===== src/hdl/crtstg_pkg.sv =====
// ----------------------------------------------------------------------------
// CRT sync timing generator package
// Register map indexes, sync modes, line regions and register reset values.
// ----------------------------------------------------------------------------
package crtstg_pkg;

    // Register indexes on the configuration port (byte address = 4 * index).
    typedef enum logic [2:0] {
        REG_H_TOTAL       = 3'd0,
        REG_H_SYNC_WIDTH  = 3'd1,
        REG_V_SYNC_WIDTH  = 3'd2,
        REG_V_BP_LINES    = 3'd3,
        REG_V_VISIBLE     = 3'd4,
        REG_V_FP_LINES    = 3'd5,
        REG_SYNC_MODE     = 3'd6,
        REG_SYNC_POLARITY = 3'd7
    } t_reg_idx;

    typedef enum logic [1:0] {
        SYNC_SEPARATE  = 2'd0,
        SYNC_COMP_XOR  = 2'd1,
        SYNC_COMP_AND  = 2'd2,
        SYNC_DISABLED  = 2'd3
    } t_sync_mode;

    typedef enum logic [1:0] {
        REGION_VSYNC       = 2'd0,
        REGION_BACK_PORCH  = 2'd1,
        REGION_VISIBLE     = 2'd2,
        REGION_FRONT_PORCH = 2'd3
    } t_region;

    localparam int unsigned APB_ADDR_BITS = 5;
    localparam int unsigned APB_DATA_BITS = 32;

    localparam int unsigned RST_H_TOTAL       = 800;
    localparam int unsigned RST_H_SYNC_WIDTH  = 96;
    localparam int unsigned RST_V_SYNC_WIDTH  = 2;
    localparam int unsigned RST_V_BP_LINES    = 33;
    localparam int unsigned RST_V_VISIBLE     = 480;
    localparam int unsigned RST_V_FP_LINES    = 10;

endpackage


===== src/hdl/crt_sync_timing_generator_top.sv =====
// ----------------------------------------------------------------------------
// CRT sync timing generator
// Raster counters with region, visible row and sync level decode per tick.
// ----------------------------------------------------------------------------
// Channel   Direction  Handshake          Payload
// input     in         i_valid / o_stall  i_advance
// result    out        o_valid / i_stall  o_column, o_line_region, o_visible_row,
//                                         o_sync_level, o_vsync_pin, o_frame_count
// config    in         APB psel/penable   paddr, pwdata, prdata
//
// One tick is accepted per clock while o_stall is low; the counters register it and
// the result register then takes its decode onto the outputs, so a continuous
// stream runs at one item per cycle while i_stall is low.
// A stalled result holds while one more tick is still taken into the counters.
// Reset is synchronous and active low and restores the default 640x480 timing.
// ----------------------------------------------------------------------------
module crt_sync_timing_generator_top #(
    parameter int unsigned H_COUNT_BITS = 12,
    parameter int unsigned V_COUNT_BITS = 11
) (
    input  logic                                 i_clk,
    input  logic                                 i_rst_n,
    input  logic                                 i_valid,
    output logic                                 o_stall,
    input  logic                                 i_advance,
    output logic                                 o_valid,
    input  logic                                 i_stall,
    output logic [H_COUNT_BITS-1:0]              o_column,
    output logic [1:0]                           o_line_region,
    output logic [V_COUNT_BITS-1:0]              o_visible_row,
    output logic                                 o_sync_level,
    output logic                                 o_vsync_pin,
    output logic [31:0]                          o_frame_count,
    input  logic                                 psel,
    input  logic                                 penable,
    input  logic                                 pwrite,
    input  logic [crtstg_pkg::APB_ADDR_BITS-1:0] paddr,
    input  logic [crtstg_pkg::APB_DATA_BITS-1:0] pwdata,
    output logic [crtstg_pkg::APB_DATA_BITS-1:0] prdata,
    output logic                                 pready
);
    import crtstg_pkg::*;

    logic [H_COUNT_BITS-1:0] h_total;
    logic [H_COUNT_BITS-1:0] h_sync_width;
    logic [V_COUNT_BITS-1:0] v_sync_width;
    logic [V_COUNT_BITS-1:0] v_bp_lines;
    logic [V_COUNT_BITS-1:0] v_visible;
    logic [V_COUNT_BITS-1:0] v_fp_lines;
    t_sync_mode              sync_mode;
    logic [1:0]              sync_polarity;
    logic                    pend;
    logic                    move;
    logic                    accept;
    logic [H_COUNT_BITS-1:0] cnt_column;
    logic [V_COUNT_BITS+1:0] cnt_line;
    logic [31:0]             cnt_frames;

    assign o_stall = pend && !move;
    assign accept  = i_valid && !o_stall;

    crtstg_cfg_regs #(
        .H_COUNT_BITS (H_COUNT_BITS),
        .V_COUNT_BITS (V_COUNT_BITS)
    ) u_cfg (
        .i_clk           (i_clk),
        .i_rst_n         (i_rst_n),
        .psel            (psel),
        .penable         (penable),
        .pwrite          (pwrite),
        .paddr           (paddr),
        .pwdata          (pwdata),
        .prdata          (prdata),
        .pready          (pready),
        .o_h_total       (h_total),
        .o_h_sync_width  (h_sync_width),
        .o_v_sync_width  (v_sync_width),
        .o_v_bp_lines    (v_bp_lines),
        .o_v_visible     (v_visible),
        .o_v_fp_lines    (v_fp_lines),
        .o_sync_mode     (sync_mode),
        .o_sync_polarity (sync_polarity)
    );

    crtstg_counters #(
        .H_COUNT_BITS (H_COUNT_BITS),
        .V_COUNT_BITS (V_COUNT_BITS)
    ) u_cnt (
        .i_clk           (i_clk),
        .i_rst_n         (i_rst_n),
        .i_accept        (accept),
        .i_advance       (i_advance),
        .i_move          (move),
        .i_h_total       (h_total),
        .i_v_sync_width  (v_sync_width),
        .i_v_bp_lines    (v_bp_lines),
        .i_v_visible     (v_visible),
        .i_v_fp_lines    (v_fp_lines),
        .o_pend          (pend),
        .o_column        (cnt_column),
        .o_line          (cnt_line),
        .o_frames        (cnt_frames)
    );

    crtstg_decode #(
        .H_COUNT_BITS (H_COUNT_BITS),
        .V_COUNT_BITS (V_COUNT_BITS)
    ) u_dec (
        .i_clk           (i_clk),
        .i_rst_n         (i_rst_n),
        .i_pend          (pend),
        .i_stall         (i_stall),
        .i_column        (cnt_column),
        .i_line          (cnt_line),
        .i_frames        (cnt_frames),
        .i_h_sync_width  (h_sync_width),
        .i_v_sync_width  (v_sync_width),
        .i_v_bp_lines    (v_bp_lines),
        .i_v_visible     (v_visible),
        .i_sync_mode     (sync_mode),
        .i_sync_polarity (sync_polarity),
        .o_move          (move),
        .o_valid         (o_valid),
        .o_column        (o_column),
        .o_line_region   (o_line_region),
        .o_visible_row   (o_visible_row),
        .o_sync_level    (o_sync_level),
        .o_vsync_pin     (o_vsync_pin),
        .o_frame_count   (o_frame_count)
    );

endmodule


===== src/hdl/crtstg_cfg_regs.sv =====
// ----------------------------------------------------------------------------
// CRT sync timing generator configuration registers
// APB register file holding the raster geometry, sync mode and polarity.
// ----------------------------------------------------------------------------
module crtstg_cfg_regs #(
    parameter int unsigned H_COUNT_BITS = 12,
    parameter int unsigned V_COUNT_BITS = 11
) (
    input  logic                                i_clk,
    input  logic                                i_rst_n,
    input  logic                                psel,
    input  logic                                penable,
    input  logic                                pwrite,
    input  logic [crtstg_pkg::APB_ADDR_BITS-1:0] paddr,
    input  logic [crtstg_pkg::APB_DATA_BITS-1:0] pwdata,
    output logic [crtstg_pkg::APB_DATA_BITS-1:0] prdata,
    output logic                                pready,
    output logic [H_COUNT_BITS-1:0]             o_h_total,
    output logic [H_COUNT_BITS-1:0]             o_h_sync_width,
    output logic [V_COUNT_BITS-1:0]             o_v_sync_width,
    output logic [V_COUNT_BITS-1:0]             o_v_bp_lines,
    output logic [V_COUNT_BITS-1:0]             o_v_visible,
    output logic [V_COUNT_BITS-1:0]             o_v_fp_lines,
    output crtstg_pkg::t_sync_mode              o_sync_mode,
    output logic [1:0]                          o_sync_polarity
);
    import crtstg_pkg::*;

    localparam int unsigned DW = APB_DATA_BITS;

    logic [H_COUNT_BITS-1:0] r_h_total;
    logic [H_COUNT_BITS-1:0] r_h_sync_width;
    logic [V_COUNT_BITS-1:0] r_v_sync_width;
    logic [V_COUNT_BITS-1:0] r_v_bp_lines;
    logic [V_COUNT_BITS-1:0] r_v_visible;
    logic [V_COUNT_BITS-1:0] r_v_fp_lines;
    t_sync_mode              r_sync_mode;
    logic [1:0]              r_sync_polarity;
    t_reg_idx                reg_idx;
    logic                    wr_en;

    assign pready  = 1'b1;
    assign reg_idx = t_reg_idx'(paddr[APB_ADDR_BITS-1:2]);
    assign wr_en   = psel && penable && pwrite;

    always_ff @(posedge i_clk) begin
        if (!i_rst_n) begin
            r_h_total       <= H_COUNT_BITS'(RST_H_TOTAL);
            r_h_sync_width  <= H_COUNT_BITS'(RST_H_SYNC_WIDTH);
            r_v_sync_width  <= V_COUNT_BITS'(RST_V_SYNC_WIDTH);
            r_v_bp_lines    <= V_COUNT_BITS'(RST_V_BP_LINES);
            r_v_visible     <= V_COUNT_BITS'(RST_V_VISIBLE);
            r_v_fp_lines    <= V_COUNT_BITS'(RST_V_FP_LINES);
            r_sync_mode     <= SYNC_SEPARATE;
            r_sync_polarity <= 2'b00;
        end else if (wr_en) begin
            unique case (reg_idx)
                REG_H_TOTAL:       r_h_total       <= pwdata[H_COUNT_BITS-1:0];
                REG_H_SYNC_WIDTH:  r_h_sync_width  <= pwdata[H_COUNT_BITS-1:0];
                REG_V_SYNC_WIDTH:  r_v_sync_width  <= pwdata[V_COUNT_BITS-1:0];
                REG_V_BP_LINES:    r_v_bp_lines    <= pwdata[V_COUNT_BITS-1:0];
                REG_V_VISIBLE:     r_v_visible     <= pwdata[V_COUNT_BITS-1:0];
                REG_V_FP_LINES:    r_v_fp_lines    <= pwdata[V_COUNT_BITS-1:0];
                REG_SYNC_MODE:     r_sync_mode     <= t_sync_mode'(pwdata[1:0]);
                REG_SYNC_POLARITY: r_sync_polarity <= pwdata[1:0];
                default: ;
            endcase
        end
    end

    always_comb begin
        unique case (reg_idx)
            REG_H_TOTAL:       prdata = DW'(r_h_total);
            REG_H_SYNC_WIDTH:  prdata = DW'(r_h_sync_width);
            REG_V_SYNC_WIDTH:  prdata = DW'(r_v_sync_width);
            REG_V_BP_LINES:    prdata = DW'(r_v_bp_lines);
            REG_V_VISIBLE:     prdata = DW'(r_v_visible);
            REG_V_FP_LINES:    prdata = DW'(r_v_fp_lines);
            REG_SYNC_MODE:     prdata = DW'(r_sync_mode);
            REG_SYNC_POLARITY: prdata = DW'(r_sync_polarity);
            default:           prdata = '0;
        endcase
    end

    assign o_h_total       = r_h_total;
    assign o_h_sync_width  = r_h_sync_width;
    assign o_v_sync_width  = r_v_sync_width;
    assign o_v_bp_lines    = r_v_bp_lines;
    assign o_v_visible     = r_v_visible;
    assign o_v_fp_lines    = r_v_fp_lines;
    assign o_sync_mode     = r_sync_mode;
    assign o_sync_polarity = r_sync_polarity;

endmodule


===== src/hdl/crtstg_counters.sv =====
// ----------------------------------------------------------------------------
// CRT sync timing generator raster counters
// Column, line and frame counters, stepped once per accepted tick with i_advance set.
// ----------------------------------------------------------------------------
module crtstg_counters #(
    parameter int unsigned H_COUNT_BITS = 12,
    parameter int unsigned V_COUNT_BITS = 11
) (
    input  logic                      i_clk,
    input  logic                      i_rst_n,
    input  logic                      i_accept,
    input  logic                      i_advance,
    input  logic                      i_move,
    input  logic [H_COUNT_BITS-1:0]   i_h_total,
    input  logic [V_COUNT_BITS-1:0]   i_v_sync_width,
    input  logic [V_COUNT_BITS-1:0]   i_v_bp_lines,
    input  logic [V_COUNT_BITS-1:0]   i_v_visible,
    input  logic [V_COUNT_BITS-1:0]   i_v_fp_lines,
    output logic                      o_pend,
    output logic [H_COUNT_BITS-1:0]   o_column,
    output logic [V_COUNT_BITS+1:0]   o_line,
    output logic [31:0]               o_frames
);
    import crtstg_pkg::*;

    localparam int unsigned LW = V_COUNT_BITS + 2;

    logic                    r_pend;
    logic [H_COUNT_BITS-1:0] r_column;
    logic [LW-1:0]           r_line;
    logic [31:0]             r_frames;
    logic [H_COUNT_BITS-1:0] n_column;
    logic [LW-1:0]           n_line;
    logic [31:0]             n_frames;
    logic [H_COUNT_BITS:0]   col_inc;
    logic [LW:0]             line_inc;
    logic [LW-1:0]           v_total;

    assign v_total  = LW'(i_v_sync_width) + LW'(i_v_bp_lines)
                    + LW'(i_v_visible) + LW'(i_v_fp_lines);
    assign col_inc  = {1'b0, r_column} + 1'b1;
    assign line_inc = {1'b0, r_line} + 1'b1;

    // Compares use >= so that a counter left beyond a lowered total wraps.
    always_comb begin
        n_column = r_column;
        n_line   = r_line;
        n_frames = r_frames;
        if (i_advance) begin
            if (col_inc >= {1'b0, i_h_total}) begin
                n_column = '0;
                if (line_inc >= {1'b0, v_total}) begin
                    n_line   = '0;
                    n_frames = r_frames + 32'd1;
                end else begin
                    n_line = line_inc[LW-1:0];
                end
            end else begin
                n_column = col_inc[H_COUNT_BITS-1:0];
            end
        end
    end

    always_ff @(posedge i_clk) begin
        if (!i_rst_n) begin
            r_pend   <= 1'b0;
            r_column <= '0;
            r_line   <= '0;
            r_frames <= '0;
        end else begin
            if (i_accept) begin
                r_pend   <= 1'b1;
                r_column <= n_column;
                r_line   <= n_line;
                r_frames <= n_frames;
            end else if (i_move) begin
                r_pend <= 1'b0;
            end
        end
    end

    assign o_pend   = r_pend;
    assign o_column = r_column;
    assign o_line   = r_line;
    assign o_frames = r_frames;

endmodule


===== src/hdl/crtstg_decode.sv =====
// ----------------------------------------------------------------------------
// CRT sync timing generator result stage
// Decodes region, visible row and sync levels into the result register.
// ----------------------------------------------------------------------------
module crtstg_decode #(
    parameter int unsigned H_COUNT_BITS = 12,
    parameter int unsigned V_COUNT_BITS = 11
) (
    input  logic                      i_clk,
    input  logic                      i_rst_n,
    input  logic                      i_pend,
    input  logic                      i_stall,
    input  logic [H_COUNT_BITS-1:0]   i_column,
    input  logic [V_COUNT_BITS+1:0]   i_line,
    input  logic [31:0]               i_frames,
    input  logic [H_COUNT_BITS-1:0]   i_h_sync_width,
    input  logic [V_COUNT_BITS-1:0]   i_v_sync_width,
    input  logic [V_COUNT_BITS-1:0]   i_v_bp_lines,
    input  logic [V_COUNT_BITS-1:0]   i_v_visible,
    input  crtstg_pkg::t_sync_mode    i_sync_mode,
    input  logic [1:0]                i_sync_polarity,
    output logic                      o_move,
    output logic                      o_valid,
    output logic [H_COUNT_BITS-1:0]   o_column,
    output logic [1:0]                o_line_region,
    output logic [V_COUNT_BITS-1:0]   o_visible_row,
    output logic                      o_sync_level,
    output logic                      o_vsync_pin,
    output logic [31:0]               o_frame_count
);
    import crtstg_pkg::*;

    localparam int unsigned LW = V_COUNT_BITS + 2;

    logic                    r_valid;
    logic [H_COUNT_BITS-1:0] r_column;
    t_region                 r_region;
    logic [V_COUNT_BITS-1:0] r_row;
    logic                    r_sync;
    logic                    r_vsync;
    logic [31:0]             r_frames;
    t_region                 n_region;
    logic [V_COUNT_BITS-1:0] n_row;
    logic                    n_sync;
    logic                    n_vsync;
    logic [LW-1:0]           end_sync;
    logic [LW-1:0]           end_back;
    logic [LW-1:0]           end_vis;
    logic [LW-1:0]           row_full;
    logic                    h_act;
    logic                    v_act;
    logic                    hs;
    logic                    vs;

    assign end_sync = LW'(i_v_sync_width);
    assign end_back = end_sync + LW'(i_v_bp_lines);
    assign end_vis  = end_back + LW'(i_v_visible);
    assign row_full = i_line - end_back;

    assign h_act = i_sync_polarity[0];
    assign v_act = i_sync_polarity[1];
    assign hs    = (i_column < i_h_sync_width) ? h_act : !h_act;
    assign vs    = (i_line < end_sync) ? v_act : !v_act;

    always_comb begin
        n_row = '0;
        priority if (i_line < end_sync) begin
            n_region = REGION_VSYNC;
        end else if (i_line < end_back) begin
            n_region = REGION_BACK_PORCH;
        end else if (i_line < end_vis) begin
            n_region = REGION_VISIBLE;
            n_row    = row_full[V_COUNT_BITS-1:0];
        end else begin
            n_region = REGION_FRONT_PORCH;
        end
    end

    always_comb begin
        unique case (i_sync_mode)
            SYNC_SEPARATE: n_sync = hs;
            SYNC_COMP_XOR: n_sync = hs ^ vs;
            SYNC_COMP_AND: n_sync = hs & vs;
            SYNC_DISABLED: n_sync = !h_act;
            default:       n_sync = !h_act;
        endcase
        n_vsync = (i_sync_mode == SYNC_SEPARATE) ? vs : !v_act;
    end

    // The pending position moves here when the result register is free or drains.
    assign o_move = i_pend && (!r_valid || !i_stall);

    always_ff @(posedge i_clk) begin
        if (!i_rst_n) begin
            r_valid <= 1'b0;
        end else if (o_move) begin
            r_valid <= 1'b1;
        end else if (!i_stall) begin
            r_valid <= 1'b0;
        end
    end

    always_ff @(posedge i_clk) begin
        if (o_move) begin
            r_column <= i_column;
            r_region <= n_region;
            r_row    <= n_row;
            r_sync   <= n_sync;
            r_vsync  <= n_vsync;
            r_frames <= i_frames;
        end
    end

    assign o_valid       = r_valid;
    assign o_column      = r_column;
    assign o_line_region = r_region;
    assign o_visible_row = r_row;
    assign o_sync_level  = r_sync;
    assign o_vsync_pin   = r_vsync;
    assign o_frame_count = r_frames;

endmodule


===== config.mk =====
export PLATFORM = sky130hd
export DESIGN_NAME = crt_sync_timing_generator_top
export DESIGN_NICKNAME = d
export VERILOG_FILES = /design/src/hdl/crtstg_pkg.sv /design/src/hdl/crt_sync_timing_generator_top.sv /design/src/hdl/crtstg_cfg_regs.sv /design/src/hdl/crtstg_counters.sv /design/src/hdl/crtstg_decode.sv
export SDC_FILE = /design/constraint.sdc
export NUM_CORES = 1
export LEC_CHECK = 0
export BUFFER_PORTS_ARGS = -buffer_cell sky130_fd_sc_hd__buf_4
export CAP_MARGIN = 30
export CORE_UTILIZATION = 64
export DETAILED_ROUTE_END_ITERATION = 8
export GPL_TIMING_DRIVEN = 0
export PLACE_DENSITY_LB_ADDON = 0.12
export SLEW_MARGIN = 20
export SYNTH_ARGS = -nofsm -noshare
export SYNTH_HDL_FRONTEND = slang
export SYNTH_SLANG_ARGS = --single-unit
export TNS_END_PERCENT = 20

===== constraint.sdc =====
create_clock -name i_clk -period 15.2 [get_ports i_clk]
set_input_delay 1.52 -clock i_clk [delete_from_list [all_inputs] [get_ports i_clk]]
set_output_delay 1.52 -clock i_clk [all_outputs]
set_load 0.01 [all_outputs]

==> flow_summary_export.csv <==
group,metric,value,unit
clock_tree,cts_setup_buffers,0,
route,via_count,10700,
setup_path,critPathArrivalTime,8.54,ns
sta,setup_tns,0,ns
clock_tree,clk_latency,0.45,ns
power_and_ir_drop,power_frac_seq,48.6,%
sta,finalCriticalPeriod,8.19,ns
floorplanning,design.die.area,18800,um2
power_and_ir_drop,p_clk_share,41.9,%
cells_and_area,layout.nets,1630,
floorplanning,initial_core_util,65.1,%
sta,tightest_slew,0.882,ns
setup_path,critPathCaptureType,"register",
clock_tree,cts_sinks,190,
route,vias_per_cell,6.26,
sta,rsz0062_at_grt,"false",
route,drt-total-wl,33700,um
floorplanning,core.rowCount,49,
yosys,synth_cell_types,66,
power_and_ir_drop,pwr-share-comb,9.5,%
clock_tree,cts_tree,"built",
clock_tree,root_buffer,"clkbuf_16",
clock_tree,hold_buffers,0,
sta,finalMaxSlewViolations,0,
yosys,synth_top_family_by_area,"simple AND/OR/NAND/NOR gates",
global_routing,antenna_found_initial,0,
cells_and_area,drive_gt1_share,11.4,%
placed_design,port_buffers,90,
yosys,synth-seq-cells,190,
setup_path,criticalPathCategory,"reg -> reg",
power_and_ir_drop,swShare,26.8,%
global_routing,groute.usage.overall,36.5,%
route,highest_layer,"met4",
power_and_ir_drop,p_switching,294,uW
yosys,yosys-top-cells-area,"dfxtp_1, edfxtp_1, ha_1",
yosys,ys_seq_area_share,37.6,%
setup_path,cpPeakStageDelay,0.78,ns
clock_tree,cts-resized-gates,0,
floorplanning,ioPinCount,139,
route,route.met3.wl,2830,um
yosys,synth-simple-area-share,19.9,%
route,final_antenna_net_count,0,
cells_and_area,antenna_cells,0,
floorplanning,die_w,137,um
power_and_ir_drop,p_int,805,uW
yosys,synthArstFlopShare,0,%
sta,final-hold-violation-count,0,
sta,slew_headroom,39.6,%
sta,setup_violations,0,
route,wl_met1,13900,um
clock_tree,h-tree-depth,4,
sta,fmax,122,MHz
setup_path,start_kind,"register",
route,wire_per_inst,19.6,um
route,drt-pass1-iter-count,5,
placed_design,dp_cells,1682,
yosys,synth-adder-area-share,12.2,%
global_routing,grt_pass1_vias,9870,
setup_path,crit_top_cell,"ha_1",
floorplanning,dieHeight,137,um
setup_path,cp.required,15.55,ns
setup_path,cp_max_fo,10,
clock_tree,clk_pin_slew_worst_paths,0.08,ns
setup_path,cp_num_buf_inv,2,
power_and_ir_drop,p_leak,5.34,nW
yosys,synth_top_cell_by_area,"dfxtp_1",
yosys,synth_compound_area_share,15.6,%
route,wl_met2,15900,um
power_and_ir_drop,powerDensity,82.0,nW/um2
placed_design,gp_congestion,0.991,
placed_design,dp_hpwl,25100,um
setup_path,r2r_slack,7.01,ns
cells_and_area,final_core_util,74.5,%
yosys,syn_area,11700,um2
route,remaining_drc_errors,0,
sta,holdWs,0.457,ns
run,maxCapViolations,0,
route,drtIter0Drc,1135,
yosys,ys_warn_count,0,
cells_and_area,area_delta_synth_final,14.5,%
global_routing,grt_pass1_wl,51700,um
min_path,hold_path_class,"reg -> reg",
clock_tree,cts_max_path_buffers,2,
setup_path,crit_slowest_cell,"a2111oi_0",
yosys,yosys.area_share.xor_xnor,5.02,%
floorplanning,fp.coreArea,18000,um2
yosys,synth_area_per_cell,8.71,um2
clock_tree,cts_buffers,17,
power_and_ir_drop,max-vdd-ir-drop,0.0000895,V
yosys,synth.top_cell.area_share,22.4,%
global_routing,grt_overflow_total,0,
status,outcome,"completed",
yosys,synthCells,1342,
yosys,muxShareOfSynthArea,3.72,%
cells_and_area,final_cells,1715,
yosys,synth_edf_count,59,
global_routing,grt_max_degree,28,
yosys,synthFlopType,"dfxtp_1",
sta,skew,0.0170,ns
setup_path,cpLargestDelayFamily,"compound AO/OA/AOI/OAI gates",
sta,fin_crit_sh,53.9,%
==> metal layers <==
metal / GRT usage, % / vias to the layer above
li1: - / 5035
met1: 48.1 / 5061
met2: 60.3 / 550
met3: 5.89 / 89
met4: 12.8 / 0
met5: 0 / -
==> worst paths after layout <==
check,start,depth (start not counted),endpoint
max,u_cfg.o_v_sync_width[0]$_SDFFE_PN0P_,28,u_cnt.o_frames[14]$_SDFFE_PN0P_
min,u_cfg.o_h_total[1]$_SDFFE_PN0P_,2,u_cfg.o_h_total[1]$_SDFFE_PN0P_
max reg2reg,u_cfg.o_v_sync_width[0]$_SDFFE_PN0P_,28,u_cnt.o_frames[14]$_SDFFE_PN0P_
min reg2reg,u_cfg.o_h_total[1]$_SDFFE_PN0P_,2,u_cfg.o_h_total[1]$_SDFFE_PN0P_
==> cell families (layout without fill, tap and decap cells) <==
kind of cell             count (synthesis)  after routing
multiplexers                            42             42
XOR/XNOR                                67             67
adder cells (fa/ha/maj)                112            112
AO/OA/AOI/OAI                          288            288
other                                    2             21
buffers and inverters                  155            280
AND/OR/NAND/NOR                        486            486
flip-flops                             190            190
==> area by class of cell <==
| class | count | area (um2) |
|---|---|---|
| Multi-Input combinational cell | 1016 | 6700 |
| Fill cell | 1325 | 4570 |
| Sequential cell | 190 | 4390 |
| Timing Repair Buffer | 93 | 738 |
| Clock buffer | 17 | 425 |
| Buffer | 76 | 388 |
| Inverter | 79 | 297 |
| Tap cell | 229 | 287 |
| Clock inverter | 15 | 165 |
==> cell usage in the layout (no fill, tap or decap), drive strengths merged, types with 15 or more instances in the layout <==
cell type,instances
ha,108
a21oi,121
nand2b,29
nand3,41
inv,90
o21ai,45
clkbuf,62
xor2,23
o211ai,15
buf,124
edfxtp,59
nand2,199
xnor2,44
conb,21
nor3,33
mux2i,39
dfxtp,131
nor2,74
nor4,17
nand4,16
==> state kept, by name (all words and copies together) (netlist names), 11 cells and up <==
register and cells:
u_cnt.o_column 12, u_cfg.o_v_visible 11, u_cnt.o_frames 32, u_cfg.o_v_sync_width 11, u_dec.o_frame_count 32, u_cfg.o_h_total 12, u_dec.o_visible_row 11, u_cnt.o_line 13
u_dec.o_column 12, u_cfg.o_v_fp_lines 11, u_cfg.o_h_sync_width 12, u_cfg.o_v_bp_lines 11
==> cells in the mapped netlist (3+ instances only) <==
cell type and number:
o21a_1 7, edfxtp_1 59, o41ai_1 9, o2111ai_1 5
or4_1 12, nor4_1 17, nor2b_1 12, a21oi_1 121
o31ai_1 12, or2_2 7, nand2_1 199, or3_1 12
inv_1 79, mux2i_1 39, ha_1 108, o311ai_0 7
nor3_1 32, dfxtp_1 131, nand2b_1 29, buf_4 21
o21bai_1 4, a32o_1 10, nor2_1 74, a211o_1 3
nand3b_1 3, clkbuf_1 44, a31oi_1 3, xor2_1 23
buf_2 7, a221oi_1 5, nand3_1 40, and2_1 7
xnor2_1 44, o21ai_0 44, a21o_1 14, and3_1 13
o211ai_1 15, a211oi_1 6, and4_1 4, nand4_1 16
fa_1 4, o22ai_1 6
==> worst reg2reg max path: cells and delay by family, from the launching register on <==
family | cells | cell delay [ns]
compound gates | 11 | 2.76
fa+ha+maj | 5 | 1.77
simple gates | 7 | 1.24
buf+inv | 2 | 0.92
xor+xnor | 2 | 0.61
mux | 1 | 0.41
flops | 1 | 0.38
==> per-stage QoR <==
stage / cell area, um2 / worst slack [ns] / total power, mW
floorplan: 11800 / 8.80 / 0.606
detailed placement: 12800 / 7.18 / 0.647
CTS: 13400 / 7.15 / 1.09
finish: 13400 / 7.01 / 1.10
global route: 13400 / 6.67 / 1.13
global placement: 12700 / 7.29 / 0.644
==> power groups by stage <==
stage	sequential (mW)	combinational [mW]	clock [mW]
floorplan	0.549	0.0576	0
detailed placement	0.545	0.101	0
finish	0.534	0.104	0.461
global route	0.534	0.114	0.477
CTS	0.534	0.102	0.459
global placement	0.547	0.0973	0
No activity file was read; power rests on OpenSTA's default activity.
